===== config.mk =====
export PLATFORM = sky130hd
export DESIGN_NAME = capacitance_triple_validator
export DESIGN_NICKNAME = d
export VERILOG_FILES = /design/src/sv/ctv_pkg.sv /design/src/sv/ctv_mul.sv /design/src/sv/ctv_div.sv /design/src/sv/capacitance_triple_validator.sv
export SDC_FILE = /design/constraint.sdc
export NUM_CORES = 2
export LEC_CHECK = 0
export ABC_CLOCK_PERIOD_IN_PS = 13200
export BUFFER_PORTS_ARGS = -buffer_cell sky130_fd_sc_hd__buf_4
export CAP_MARGIN = 5
export CORE_MARGIN = 5
export CORE_UTILIZATION = 50
export CTS_CLUSTER_SIZE = 14
export DETAILED_ROUTE_END_ITERATION = 8
export GPL_ROUTABILITY_DRIVEN = 0
export HOLD_SLACK_MARGIN = 0.06
export PLACE_DENSITY = 0.7
export SLEW_MARGIN = 40
export SYNTH_ARGS = -nofsm -noshare
export SYNTH_HDL_FRONTEND = slang
export SYNTH_SLANG_ARGS = --single-unit

===== constraint.sdc =====
create_clock -name clk -period 13.2 [get_ports clk]
set_clock_uncertainty 0.2 [all_clocks]
set_input_delay 2.64 -clock clk [delete_from_list [all_inputs] [get_ports clk]]
set_output_delay 2.64 -clock clk [all_outputs]
set_load 0.01 [all_outputs]

===== src/sv/ctv_pkg.sv =====
package ctv_pkg;

  // shared datapath width of the serial multiply and divide units
  localparam int CTV_DW = 48;

  localparam logic [15:0] RST_CURRENT_UA = 16'd1042;
  localparam logic [12:0] RST_REF_MV     = 13'd1100;
  localparam logic [12:0] RST_MIN_DELTA  = 13'd50;
  localparam logic [6:0]  RST_PLAUS_PCT  = 7'd15;
  localparam logic [31:0] RST_CAP_MIN    = 32'd10000;
  localparam logic [31:0] RST_CAP_MAX    = 32'd10000000;

  localparam logic [12:0] ADC_FULL_SCALE = 13'd1023;
  localparam logic [12:0] MEAN_OF_THREE  = 13'd3;

  localparam logic [31:0] SIZE_LIM0 = 32'd22000;
  localparam logic [31:0] SIZE_LIM1 = 32'd100000;
  localparam logic [31:0] SIZE_LIM2 = 32'd330000;
  localparam logic [31:0] SIZE_LIM3 = 32'd1000000;

  localparam logic [1:0] LAST_POS = 2'd2;

  typedef enum logic [2:0] {
    REG_CURRENT_UA = 3'd0,
    REG_REF_MV     = 3'd1,
    REG_MIN_DELTA  = 3'd2,
    REG_PLAUS_PCT  = 3'd3,
    REG_CAP_MIN    = 3'd4,
    REG_CAP_MAX    = 3'd5
  } ctv_reg_t;

  typedef enum logic [1:0] {
    ST_PENDING = 2'd0,
    ST_INVALID = 2'd1,
    ST_SCATTER = 2'd2,
    ST_PASS    = 2'd3
  } ctv_status_t;

  typedef enum logic [3:0] {
    S_IDLE,
    S_SMV_MUL,
    S_SMV_DIV,
    S_VAL_MUL,
    S_VAL_DIV,
    S_AGR_START,
    S_AGR_WAIT,
    S_MEAN_DIV,
    S_FIN
  } ctv_state_t;

  typedef struct packed {
    logic       start;
    logic [4:0] nbits;
  } ctv_mul_req_t;

  typedef struct packed {
    logic       start;
    logic [5:0] nbits;
  } ctv_div_req_t;

endpackage


===== src/sv/ctv_mul.sv =====
module ctv_mul (
  input  logic                       clk,
  input  logic                       rst_n,
  input  ctv_pkg::ctv_mul_req_t      req,
  input  logic [31:0]                a,
  input  logic [15:0]                b,
  output logic                       done,
  output logic [ctv_pkg::CTV_DW-1:0] prod
);
  import ctv_pkg::*;

  logic              busy_r;
  logic              done_r;
  logic [4:0]        cnt_r;
  logic [CTV_DW-1:0] acc_r;
  logic [CTV_DW-1:0] a_sh_r;
  logic [15:0]       b_sh_r;

  // shift-add, one multiplier bit per cycle, LSB first
  always_ff @(posedge clk) begin
    if (!rst_n) begin
      busy_r <= 1'b0;
      done_r <= 1'b0;
      cnt_r  <= '0;
    end else begin
      done_r <= 1'b0;
      if (req.start) begin
        busy_r <= 1'b1;
        cnt_r  <= req.nbits;
      end else if (busy_r) begin
        cnt_r <= cnt_r - 5'd1;
        if (cnt_r == 5'd1) begin
          busy_r <= 1'b0;
          done_r <= 1'b1;
        end
      end
    end
  end

  always_ff @(posedge clk) begin
    if (req.start) begin
      acc_r  <= '0;
      a_sh_r <= {{(CTV_DW-32){1'b0}}, a};
      b_sh_r <= b;
    end else if (busy_r) begin
      if (b_sh_r[0]) acc_r <= acc_r + a_sh_r;
      a_sh_r <= {a_sh_r[CTV_DW-2:0], 1'b0};
      b_sh_r <= {1'b0, b_sh_r[15:1]};
    end
  end

  assign done = done_r;
  assign prod = acc_r;

endmodule


===== src/sv/ctv_div.sv =====
module ctv_div (
  input  logic                       clk,
  input  logic                       rst_n,
  input  ctv_pkg::ctv_div_req_t      req,
  input  logic [ctv_pkg::CTV_DW-1:0] dividend,  // left aligned, nbits significant
  input  logic [12:0]                divisor,
  output logic                       done,
  output logic [ctv_pkg::CTV_DW-1:0] quotient
);
  import ctv_pkg::*;

  logic              busy_r;
  logic              done_r;
  logic [5:0]        cnt_r;
  logic [12:0]       rem_r;
  logic [12:0]       dvs_r;
  logic [CTV_DW-1:0] dvd_r;
  logic [CTV_DW-1:0] q_r;
  logic [13:0]       trial;
  logic              ge;

  // restoring division, one quotient bit per cycle
  assign trial = {rem_r, dvd_r[CTV_DW-1]};
  assign ge    = trial >= {1'b0, dvs_r};

  always_ff @(posedge clk) begin
    if (!rst_n) begin
      busy_r <= 1'b0;
      done_r <= 1'b0;
      cnt_r  <= '0;
    end else begin
      done_r <= 1'b0;
      if (req.start) begin
        busy_r <= 1'b1;
        cnt_r  <= req.nbits;
      end else if (busy_r) begin
        cnt_r <= cnt_r - 6'd1;
        if (cnt_r == 6'd1) begin
          busy_r <= 1'b0;
          done_r <= 1'b1;
        end
      end
    end
  end

  always_ff @(posedge clk) begin
    if (req.start) begin
      rem_r <= '0;
      dvs_r <= divisor;
      dvd_r <= dividend;
      q_r   <= '0;
    end else if (busy_r) begin
      rem_r <= ge ? 13'(trial - {1'b0, dvs_r}) : trial[12:0];
      dvd_r <= {dvd_r[CTV_DW-2:0], 1'b0};
      q_r   <= {q_r[CTV_DW-2:0], ge};
    end
  end

  assign done     = done_r;
  assign quotient = q_r;

endmodule


===== src/sv/capacitance_triple_validator.sv =====
// Capacitance triple validator.
// Input channel in_*: one word per raw charge measurement. in_tdata holds
// start_code and charge_ticks, in_tuser the timeout flag. Output channel out_*:
// exactly one result word per accepted input word. Config channel cfg_*: a
// register index and data, always ready; write only while the block is idle.
// Each measurement is converted to nF (current*16*ticks/(ref-start_mv),
// saturated to 32 bits); the third of a series runs the pairwise plausibility
// filter and reports the mean of the agreeing set.
// Sequencing: one measurement at a time, in_tready high only while idle. A
// shared shift-add multiplier and a restoring divider retire one bit per
// cycle. A held measurement runs the 10-bit start-voltage multiply, the
// 23-bit divide, the 16-bit value multiply and the 45-bit divide; a timeout
// or too small swing ends after the 23-bit divide; the last of a series adds
// three 7-bit pair products and, when all three agree, a 34-bit divide by
// three. The next word can be accepted in the cycle after the load at the
// earliest.
// Reset (rst_n synchronous, low) restores the register defaults, clears the
// session counters and the min/max record and starts a new series.
// A stalled receiver holds the result in the output register; the next word
// is accepted and processed, but its result waits until the slot frees.
module capacitance_triple_validator (
  input  logic         clk,
  input  logic         rst_n,
  input  logic         in_tvalid,
  output logic         in_tready,
  input  logic [39:0]  in_tdata,   // [9:0] start_code, [34:10] charge_ticks, rest zero
  input  logic [0:0]   in_tuser,   // [0] timed_out
  output logic         out_tvalid,
  input  logic         out_tready,
  // [31:0] capacitance_nf, [33:32] status, [35:34] series_index,
  // [36] outside_limits, [37] session_record, [40:38] size_class,
  // [56:41] passed_count, [72:57] failed_count, [88:73] total_count,
  // [120:89] max_nf, [152:121] min_nf, rest zero
  output logic [159:0] out_tdata,
  input  logic         cfg_valid,
  output logic         cfg_ready,
  input  logic [2:0]   cfg_index,
  input  logic [31:0]  cfg_data
);
  import ctv_pkg::*;

  // configuration registers
  logic [15:0] current_ua_r;
  logic [12:0] ref_mv_r;
  logic [12:0] min_delta_r;
  logic [6:0]  plaus_pct_r;
  logic [31:0] cap_min_r;
  logic [31:0] cap_max_r;

  assign cfg_ready = 1'b1;

  always_ff @(posedge clk) begin
    if (!rst_n) begin
      current_ua_r <= RST_CURRENT_UA;
      ref_mv_r     <= RST_REF_MV;
      min_delta_r  <= RST_MIN_DELTA;
      plaus_pct_r  <= RST_PLAUS_PCT;
      cap_min_r    <= RST_CAP_MIN;
      cap_max_r    <= RST_CAP_MAX;
    end else if (cfg_valid) begin
      unique case (cfg_index)
        REG_CURRENT_UA: current_ua_r <= cfg_data[15:0];
        REG_REF_MV:     ref_mv_r     <= cfg_data[12:0];
        REG_MIN_DELTA:  min_delta_r  <= cfg_data[12:0];
        REG_PLAUS_PCT:  plaus_pct_r  <= cfg_data[6:0];
        REG_CAP_MIN:    cap_min_r    <= cfg_data;
        REG_CAP_MAX:    cap_max_r    <= cfg_data;
        default: ;
      endcase
    end
  end

  // sequencer state
  ctv_state_t  state_r, state_nxt;
  ctv_status_t kind_r, kind_nxt;      // outcome of the current measurement
  logic [1:0]  pair_r, pair_nxt;      // which pair the agreement check is on
  logic [2:0]  agr_r, agr_nxt;        // {p12, p02, p01}
  logic [31:0] value_r, value_nxt;    // converted measurement
  logic [31:0] res_r, res_nxt;        // filtered result
  logic [12:0] delta_r, delta_nxt;

  // session state
  logic [1:0]  series_pos_r;
  logic [31:0] held0_r, held1_r;      // no reset: written before read
  logic [15:0] pass_total_r, fail_total_r, series_total_r;
  logic [31:0] rec_max_r, rec_min_r;

  // latched input word
  logic [24:0] ticks_r;
  logic        tout_r;

  // output register
  logic        out_valid_r;
  logic [31:0] o_cap_r;
  ctv_status_t o_status_r;
  logic [1:0]  o_idx_r;
  logic        o_oor_r, o_rec_r;
  logic [2:0]  o_size_r;
  logic [15:0] o_pass_r, o_fail_r, o_total_r;
  logic [31:0] o_max_r, o_min_r;

  // arithmetic units
  ctv_mul_req_t      mul_req;
  ctv_div_req_t      div_req;
  logic [31:0]       mul_a;
  logic [15:0]       mul_b;
  logic              mul_done;
  logic [CTV_DW-1:0] mul_prod;
  logic [CTV_DW-1:0] div_dvd;
  logic [12:0]       div_dvs;
  logic              div_done;
  logic [CTV_DW-1:0] div_q;

  ctv_mul u_mul (
    .clk  (clk),
    .rst_n(rst_n),
    .req  (mul_req),
    .a    (mul_a),
    .b    (mul_b),
    .done (mul_done),
    .prod (mul_prod)
  );

  ctv_div u_div (
    .clk     (clk),
    .rst_n   (rst_n),
    .req     (div_req),
    .dividend(div_dvd),
    .divisor (div_dvs),
    .done    (div_done),
    .quotient(div_q)
  );

  logic        in_acc;
  logic [1:0]  pos;
  logic [12:0] start_mv;
  logic [12:0] delta_c;
  logic [31:0] value_sat;
  logic [31:0] lo, hi, diff;
  logic [38:0] diff100;
  logic        pair_ok;
  logic [33:0] sum3;
  logic [32:0] pair_sum;
  logic        slot_free;

  assign in_tready = (state_r == S_IDLE);
  assign in_acc    = in_tvalid && in_tready;
  assign pos       = (series_pos_r > LAST_POS) ? LAST_POS : series_pos_r;
  assign slot_free = !out_valid_r || out_tready;

  assign start_mv  = div_q[12:0];
  assign delta_c   = ref_mv_r - start_mv;
  assign value_sat = (|div_q[CTV_DW-1:32]) ? 32'hFFFF_FFFF : div_q[31:0];

  // pair operands: 0 -> (v0,v1), 1 -> (v0,v2), 2 -> (v1,v2)
  always_comb begin
    logic [31:0] x, y;
    x = held0_r;
    y = held1_r;
    case (pair_r)
      2'd0:    begin x = held0_r; y = held1_r; end
      2'd1:    begin x = held0_r; y = value_r; end
      default: begin x = held1_r; y = value_r; end
    endcase
    lo = (x < y) ? x : y;
    hi = (x < y) ? y : x;
  end

  assign diff    = hi - lo;
  assign diff100 = {1'b0, diff, 6'b0} + {2'b0, diff, 5'b0} + {5'b0, diff, 2'b0};
  assign pair_ok = (lo != 32'd0) && (diff100 <= mul_prod[38:0]);

  assign sum3 = {2'b0, held0_r} + {2'b0, held1_r} + {2'b0, value_r};

  always_comb begin
    pair_sum = '0;
    if (agr_r == 3'b001)      pair_sum = {1'b0, held0_r} + {1'b0, held1_r};
    else if (agr_r == 3'b010) pair_sum = {1'b0, held0_r} + {1'b0, value_r};
    else                      pair_sum = {1'b0, held1_r} + {1'b0, value_r};
  end

  // sequencer
  always_comb begin
    state_nxt = state_r;
    kind_nxt  = kind_r;
    pair_nxt  = pair_r;
    agr_nxt   = agr_r;
    value_nxt = value_r;
    res_nxt   = res_r;
    delta_nxt = delta_r;
    mul_req   = '0;
    div_req   = '0;
    mul_a     = '0;
    mul_b     = '0;
    div_dvd   = '0;
    div_dvs   = ADC_FULL_SCALE;

    unique case (state_r)
      S_IDLE: begin
        if (in_acc) begin
          mul_req.start = 1'b1;
          mul_req.nbits = 5'd10;
          mul_a         = {19'b0, ref_mv_r};
          mul_b         = {6'b0, in_tdata[9:0]};
          state_nxt     = S_SMV_MUL;
        end
      end
      S_SMV_MUL: begin
        if (mul_done) begin
          div_req.start = 1'b1;
          div_req.nbits = 6'd23;
          div_dvd       = {mul_prod[22:0], 25'b0};
          div_dvs       = ADC_FULL_SCALE;
          state_nxt     = S_SMV_DIV;
        end
      end
      S_SMV_DIV: begin
        if (div_done) begin
          delta_nxt = delta_c;
          if (tout_r || delta_c == 13'd0 || delta_c < min_delta_r) begin
            kind_nxt  = ST_INVALID;
            value_nxt = '0;
            state_nxt = S_FIN;
          end else begin
            mul_req.start = 1'b1;
            mul_req.nbits = 5'd16;
            mul_a         = {7'b0, ticks_r};
            mul_b         = current_ua_r;
            state_nxt     = S_VAL_MUL;
          end
        end
      end
      S_VAL_MUL: begin
        if (mul_done) begin
          // times 16, then align the 45-bit dividend to the top
          div_req.start = 1'b1;
          div_req.nbits = 6'd45;
          div_dvd       = {mul_prod[40:0], 7'b0};
          div_dvs       = delta_r;
          state_nxt     = S_VAL_DIV;
        end
      end
      S_VAL_DIV: begin
        if (div_done) begin
          value_nxt = value_sat;
          if (value_sat == 32'd0) begin
            kind_nxt  = ST_INVALID;
            state_nxt = S_FIN;
          end else if (pos < LAST_POS) begin
            kind_nxt  = ST_PENDING;
            state_nxt = S_FIN;
          end else begin
            pair_nxt  = 2'd0;
            agr_nxt   = '0;
            state_nxt = S_AGR_START;
          end
        end
      end
      S_AGR_START: begin
        mul_req.start = 1'b1;
        mul_req.nbits = 5'd7;
        mul_a         = lo;
        mul_b         = {9'b0, plaus_pct_r};
        state_nxt     = S_AGR_WAIT;
      end
      S_AGR_WAIT: begin
        if (mul_done) begin
          agr_nxt = agr_r;
          agr_nxt[pair_r] = pair_ok;
          if (pair_r == 2'd2) begin
            state_nxt = S_FIN;
            if (agr_nxt == 3'b111) begin
              div_req.start = 1'b1;
              div_req.nbits = 6'd34;
              div_dvd       = {sum3, 14'b0};
              div_dvs       = MEAN_OF_THREE;
              state_nxt     = S_MEAN_DIV;
            end else if (agr_nxt == 3'b001 || agr_nxt == 3'b010 || agr_nxt == 3'b100) begin
              kind_nxt = ST_PASS;
            end else begin
              kind_nxt = ST_SCATTER;
            end
          end else begin
            pair_nxt  = pair_r + 2'd1;
            state_nxt = S_AGR_START;
          end
        end
      end
      S_MEAN_DIV: begin
        if (div_done) begin
          res_nxt   = div_q[31:0];
          kind_nxt  = ST_PASS;
          state_nxt = S_FIN;
        end
      end
      S_FIN: begin
        if (slot_free) state_nxt = S_IDLE;
      end
      default: state_nxt = S_IDLE;
    endcase

    // a single agreeing pair: the mean is a shift
    if (state_r == S_AGR_WAIT && mul_done && pair_r == 2'd2 &&
        (agr_nxt == 3'b001 || agr_nxt == 3'b010 || agr_nxt == 3'b100)) begin
      res_nxt = '0;
    end
  end

  always_ff @(posedge clk) begin
    if (!rst_n) begin
      state_r <= S_IDLE;
      kind_r  <= ST_PENDING;
      pair_r  <= '0;
      agr_r   <= '0;
    end else begin
      state_r <= state_nxt;
      kind_r  <= kind_nxt;
      pair_r  <= pair_nxt;
      agr_r   <= agr_nxt;
    end
  end

  always_ff @(posedge clk) begin
    value_r <= value_nxt;
    delta_r <= delta_nxt;
    res_r   <= res_nxt;
    if (in_acc) begin
      ticks_r <= in_tdata[34:10];
      tout_r  <= in_tuser[0];
    end
  end

  // final bookkeeping, done while the word moves into the output register
  logic [31:0] r_fin;
  logic [15:0] pass_new, fail_new, total_new;
  logic [31:0] max_new, min_new;
  logic        flag, oor, rec;
  logic [2:0]  size;
  logic [31:0] cap_out;
  logic        fin_go;

  assign fin_go = (state_r == S_FIN) && slot_free;

  always_comb begin
    r_fin     = (agr_r == 3'b111) ? res_r : pair_sum[32:1];
    total_new = (pos == 2'd0) ? series_total_r + 16'd1 : series_total_r;
    pass_new  = pass_total_r;
    fail_new  = fail_total_r;
    max_new   = rec_max_r;
    min_new   = rec_min_r;
    flag      = 1'b0;
    oor       = 1'b0;
    rec       = 1'b0;
    size      = 3'd0;
    cap_out   = '0;
    case (kind_r)
      ST_PENDING: cap_out = value_r;
      ST_PASS: begin
        cap_out  = r_fin;
        pass_new = pass_total_r + 16'd1;
        if (r_fin > rec_max_r) begin max_new = r_fin; flag = 1'b1; end
        if (r_fin < rec_min_r) begin min_new = r_fin; flag = 1'b1; end
        oor = (r_fin < cap_min_r) || (r_fin > cap_max_r);
        rec = flag && !oor && (pass_new > 16'd1);
        if (r_fin < SIZE_LIM0)      size = 3'd0;
        else if (r_fin < SIZE_LIM1) size = 3'd1;
        else if (r_fin < SIZE_LIM2) size = 3'd2;
        else if (r_fin < SIZE_LIM3) size = 3'd3;
        else                        size = 3'd4;
      end
      default: fail_new = fail_total_r + 16'd1;
    endcase
  end

  always_ff @(posedge clk) begin
    if (!rst_n) begin
      series_pos_r   <= '0;
      pass_total_r   <= '0;
      fail_total_r   <= '0;
      series_total_r <= '0;
      rec_max_r      <= '0;
      rec_min_r      <= '1;
      out_valid_r    <= 1'b0;
    end else begin
      if (out_valid_r && out_tready) out_valid_r <= 1'b0;
      if (fin_go) begin
        out_valid_r    <= 1'b1;
        pass_total_r   <= pass_new;
        fail_total_r   <= fail_new;
        series_total_r <= total_new;
        rec_max_r      <= max_new;
        rec_min_r      <= min_new;
        series_pos_r   <= (kind_r == ST_PENDING) ? pos + 2'd1 : 2'd0;
      end
    end
  end

  always_ff @(posedge clk) begin
    if (fin_go) begin
      if (kind_r == ST_PENDING && pos == 2'd0) held0_r <= value_r;
      if (kind_r == ST_PENDING && pos == 2'd1) held1_r <= value_r;
      o_cap_r    <= cap_out;
      o_status_r <= kind_r;
      o_idx_r    <= pos;
      o_oor_r    <= oor;
      o_rec_r    <= rec;
      o_size_r   <= size;
      o_pass_r   <= pass_new;
      o_fail_r   <= fail_new;
      o_total_r  <= total_new;
      o_max_r    <= max_new;
      o_min_r    <= min_new;
    end
  end

  assign out_tvalid = out_valid_r;
  assign out_tdata  = {7'b0, o_min_r, o_max_r, o_total_r, o_fail_r, o_pass_r,
                       o_size_r, o_rec_r, o_oor_r, o_idx_r, o_status_r, o_cap_r};

  // checks
  a_accept_leaves_idle: assert property (@(posedge clk) disable iff (!rst_n)
    in_acc |=> state_r != S_IDLE)
    else $error("sequencer stayed idle after accepting a word");

  a_pos_bound: assert property (@(posedge clk) disable iff (!rst_n)
    series_pos_r <= LAST_POS)
    else $error("series position out of range");

  a_pass_nonzero: assert property (@(posedge clk) disable iff (!rst_n)
    out_valid_r && o_status_r == ST_PASS |-> o_cap_r != 32'd0)
    else $error("passed result is zero");

  a_flags_pass_only: assert property (@(posedge clk) disable iff (!rst_n)
    out_valid_r && o_status_r != ST_PASS |-> o_size_r == 3'd0 && !o_oor_r && !o_rec_r)
    else $error("pass-only flags set on a non-pass word");

  a_fin_one_cycle_out: assert property (@(posedge clk) disable iff (!rst_n)
    fin_go |=> out_valid_r && state_r == S_IDLE)
    else $error("result not registered after finish");

endmodule


==> impl_metrics.yaml <==
run_status:
  outcome: "completed"
synthesis:
  yosys.cell_types.count: 95
  synth_top_family_by_area: "compound AO/OA/AOI/OAI gates"
  ys.flop_type: "dfxtp_1"
  syn_area_um2: 50600
  synth_xor_area_frac: 0.04812
  ys_warn_count: 0
  synth.yosys.seq_area_share: 0.3885
  synth_area_per_cell_um2: 9.032
  synth_fa_ha_area_frac: 0.1285
  synth_compound_area_frac: 0.1761
  synthMuxAreaShare: 0.04815
  synth_seq_cells: 787
  synth-simple-area-share: 0.1620
  async_flop_share: 0
  synth_edf_count: 390
  synthCells: 5602
power_and_ir_drop:
  power_per_cell_area_nw_per_um2: 117.0
  p_sw_mw: 2.028
  clkPwrFrac: 0.351
  max-vdd-ir-drop_uv: 104.2
  comb_power_share: 0.200
  seqPwrFrac: 0.448
  p_int_mw: 4.657
  p_leak_nw: 22.72
  switching_share: 0.3033
hold_path:
  min_path_type: "reg2reg"
  holdPathStages: 2
cts:
  clkSinkCount: 787
  cts_htree_levels: 3
  insertion_delay_ns: 0.68
  cts.clk_slew.worst_paths_ns: 0.06
  cts_root_buffer: "clkbuf_16"
  cts_tree: "done"
  cts_inserted_buffers: 85
  ctsHoldBuffers: 0
  clock_path_buffers: 3
cells_and_area:
  drive_gt1_frac: 0.1178
  layout_common_cells: "nand2_1 (704), a21oi_1 (452), nor2_1 (451)"
  area_delta_synth_final_pct: 12.89
  multi_input_area_um2: 28750
  regArea_um2: 19670
  final_common_cell: "nand2_1"
  fill_cells: 8811
  nNetsFinal: 6362
floorplanning:
  core-area_um2: 100300
  dieWidth_um: 328.1
  ios: 244
  die_y_um: 328.1
  row_count: 116
  dieArea_um2: 107700
  initial_utilization: 0.5045
global_route:
  grt_first_pass_wirelength_um: 233600
  grt_pass1_vias: 40440
  gr-total-overflow: 0
  grt_max_degree: 103
  grt_antenna_before_repair: 2
  grt_usage: 0.2745
place:
  hpwl_um: 113800
  io_buffers: 230
worst_setup_path:
  reg2reg_to: "u_div.dvd_r[47]"
  startpoint: "pair_r[0]"
  rrSetupSlack_ns: 0.77
  path_class: "reg2reg"
  endpoint: "u_div.dvd_r[47]"
  setup.worst_path.start_class: "register"
  r2r_start: "pair_r[0]"
  cp.arrival_ns: 12.76
  path_common_cell: "ha_1"
  crit_path_top_delay_cell: "ha_1"
  cp-end-kind: "register"
  max_stage_delay_ns: 0.44
  worst_ep_required_time_ns: 13.53
  critPathMaxFanout: 17
  rr_worst_depth: 55
timing:
  drv_slew: 0
  fin_crit_sh: 0.9416
  max_freq_mhz: 80.46
  fin_crit_ns: 12.43
  finalHoldViolCount: 0
  rsz0062_at_grt: "no"
  tightestPinTransition_ns: 0.9251
  hold_slack_ns: 0.2551
  slew_headroom: 0.3767
  totalNegativeSetupSlack_ns: 0
  setup_viol: 0
flow_run:
  maxCapViolCount: 0
drt:
  drc: 0
  routed_wl_um: 153100
  ant_nets: 0
  wl_per_cell_um: 21.18
  drt_iter0_drc: 4132
  firstDrtPassIters: 6
  via_per_inst: 5.945
  vias: 42960
worst min-delay path by stage:
stage / start / end
finish: cap_min_r[0] / cap_min_r[0]
global route: cap_min_r[29] / cap_min_r[29]
CTS: res_r[2] / res_r[2]
detailed placement: res_r[2] / res_r[2]
global placement: current_ua_r[15] / current_ua_r[15]
floorplan: current_ua_r[15] / current_ua_r[15]
synth_stat cells (all sizes together), types with 11 or more instances:
cell type	number	area (um^2)
nand2	707	2654
nor2	459	1725
a21oi	455	2288
ha	427	5343
dfxtp	397	7948
edfxtp	390	11710
inv	357	1340
o21ai	264	1325
clkbuf	217	818.3
xnor2	154	1349
nand3	149	745.7
mux2i	147	1471
xor2	124	1086
a21o	111	833.3
mux2	85	964.7
nand2b	69	431.7
nand4	69	431.7
nor3	69	350.3
o211ai	68	510.5
a211oi	66	505.5
o21a	66	495.5
a22oi	64	480.5
fa	58	1161
nor2b	58	362.9
buf	55	280.3
and3	54	337.8
o21bai	38	285.3
a31oi	35	219.0
nor4	35	219.0
or3	35	219.0
and2	32	200.2
o221ai	24	210.2
a21boi	16	123.9
a221o	16	160.2
o22ai	16	100.1
o31ai	16	120.1
a2111oi	13	115.1
a211o	12	105.1
and4	12	105.1
nand3b	12	90.09
or4	12	90.09
a221oi	11	113.9
or2	11	68.82
power groups by stage:
| stage | sequential, mW | combinational, mW | clock, mW |
|---|---|---|---|
| 4_1_cts | 2.99 | 1.33 | 2.38 |
| 3_5_place_dp | 3.04 | 1.32 | 0 |
| 5_1_grt | 3.01 | 1.51 | 2.49 |
| 3_3_place_gp | 3.04 | 1.28 | 0 |
| 2_1_floorplan | 2.93 | 1.03 | 0 |
| 6_report | 3.00 | 1.34 | 2.35 |
registers in the layout, indices dropped and copies added, names as in the netlist, 25 cells and up:
name	count
u_mul.prod	41
res_r	32
value_r	32
cap_min_r	32
cap_max_r	32
o_min_r	32
o_max_r	32
held1_r	32
o_cap_r	32
rec_max_r	32
rec_min_r	32
u_div.dvd_r	41
ticks_r	25
u_mul.a_sh_r	41
u_div.quotient	48
held0_r	32
cells by family after synthesis:
logic type / after synthesis
simple gates: 1800
compound gates: 1387
flops: 787
buf+inv: 631
fa+ha+maj: 485
xor+xnor: 278
mux: 232
other cells: 2
stage by stage:
stage,setup WS [ns],instance area [um^2],util,cells,total power [mW]
2_1_floorplan,0.1849,50620,-,5608,3.960
3_3_place_gp,0.09574,54180,0.5403,7056,4.320
3_5_place_dp,0.03585,54250,0.5410,7058,4.362
4_1_cts,0.1320,56970,0.5680,7217,6.701
5_1_grt,0.006478,57110,0.5695,7224,7.003
6_report,0.7714,57120,0.5695,7226,6.685
cell type report:
type | count | area share
diodes | 2 | 0.00008762
flip-flops and latches | 787 | 0.3443
inverters | 359 | 0.02385
clock inverters | 48 | 0.006900
multi-input cells | 4191 | 0.5034
repair buffers | 372 | 0.05132
clock buffers | 110 | 0.04048
well taps | 1357 | 0.02972
layer usage:
layer,up-vias,routed length [um],track usage
li1,20420,-,-
met1,20540,63900,0.3650
met2,1672,67870,0.4328
met3,328,12940,0.05323
met4,0,8367,0.1308
met5,-,0,0
critical path, delay by kind of cell, from the launching register on:
family | cells | cell delay [ns]
AO/OA/AOI/OAI | 23 | 5.01
flip-flops | 1 | 0.38
adder cells (fa/ha/maj) | 6 | 1.95
buffers and inverters | 9 | 1.34
AND/OR/NAND/NOR | 13 | 2.32
XOR/XNOR | 1 | 0.16
multiplexers | 3 | 0.90
timing repair:
item,in CTS,in global routing
pin swaps,1,2
cloned,1,0
endpoints found under the setup margin,1,209
buffers inserted,0,7
resized for setup,0,18
No activity file was read; power rests on OpenSTA's default activity.
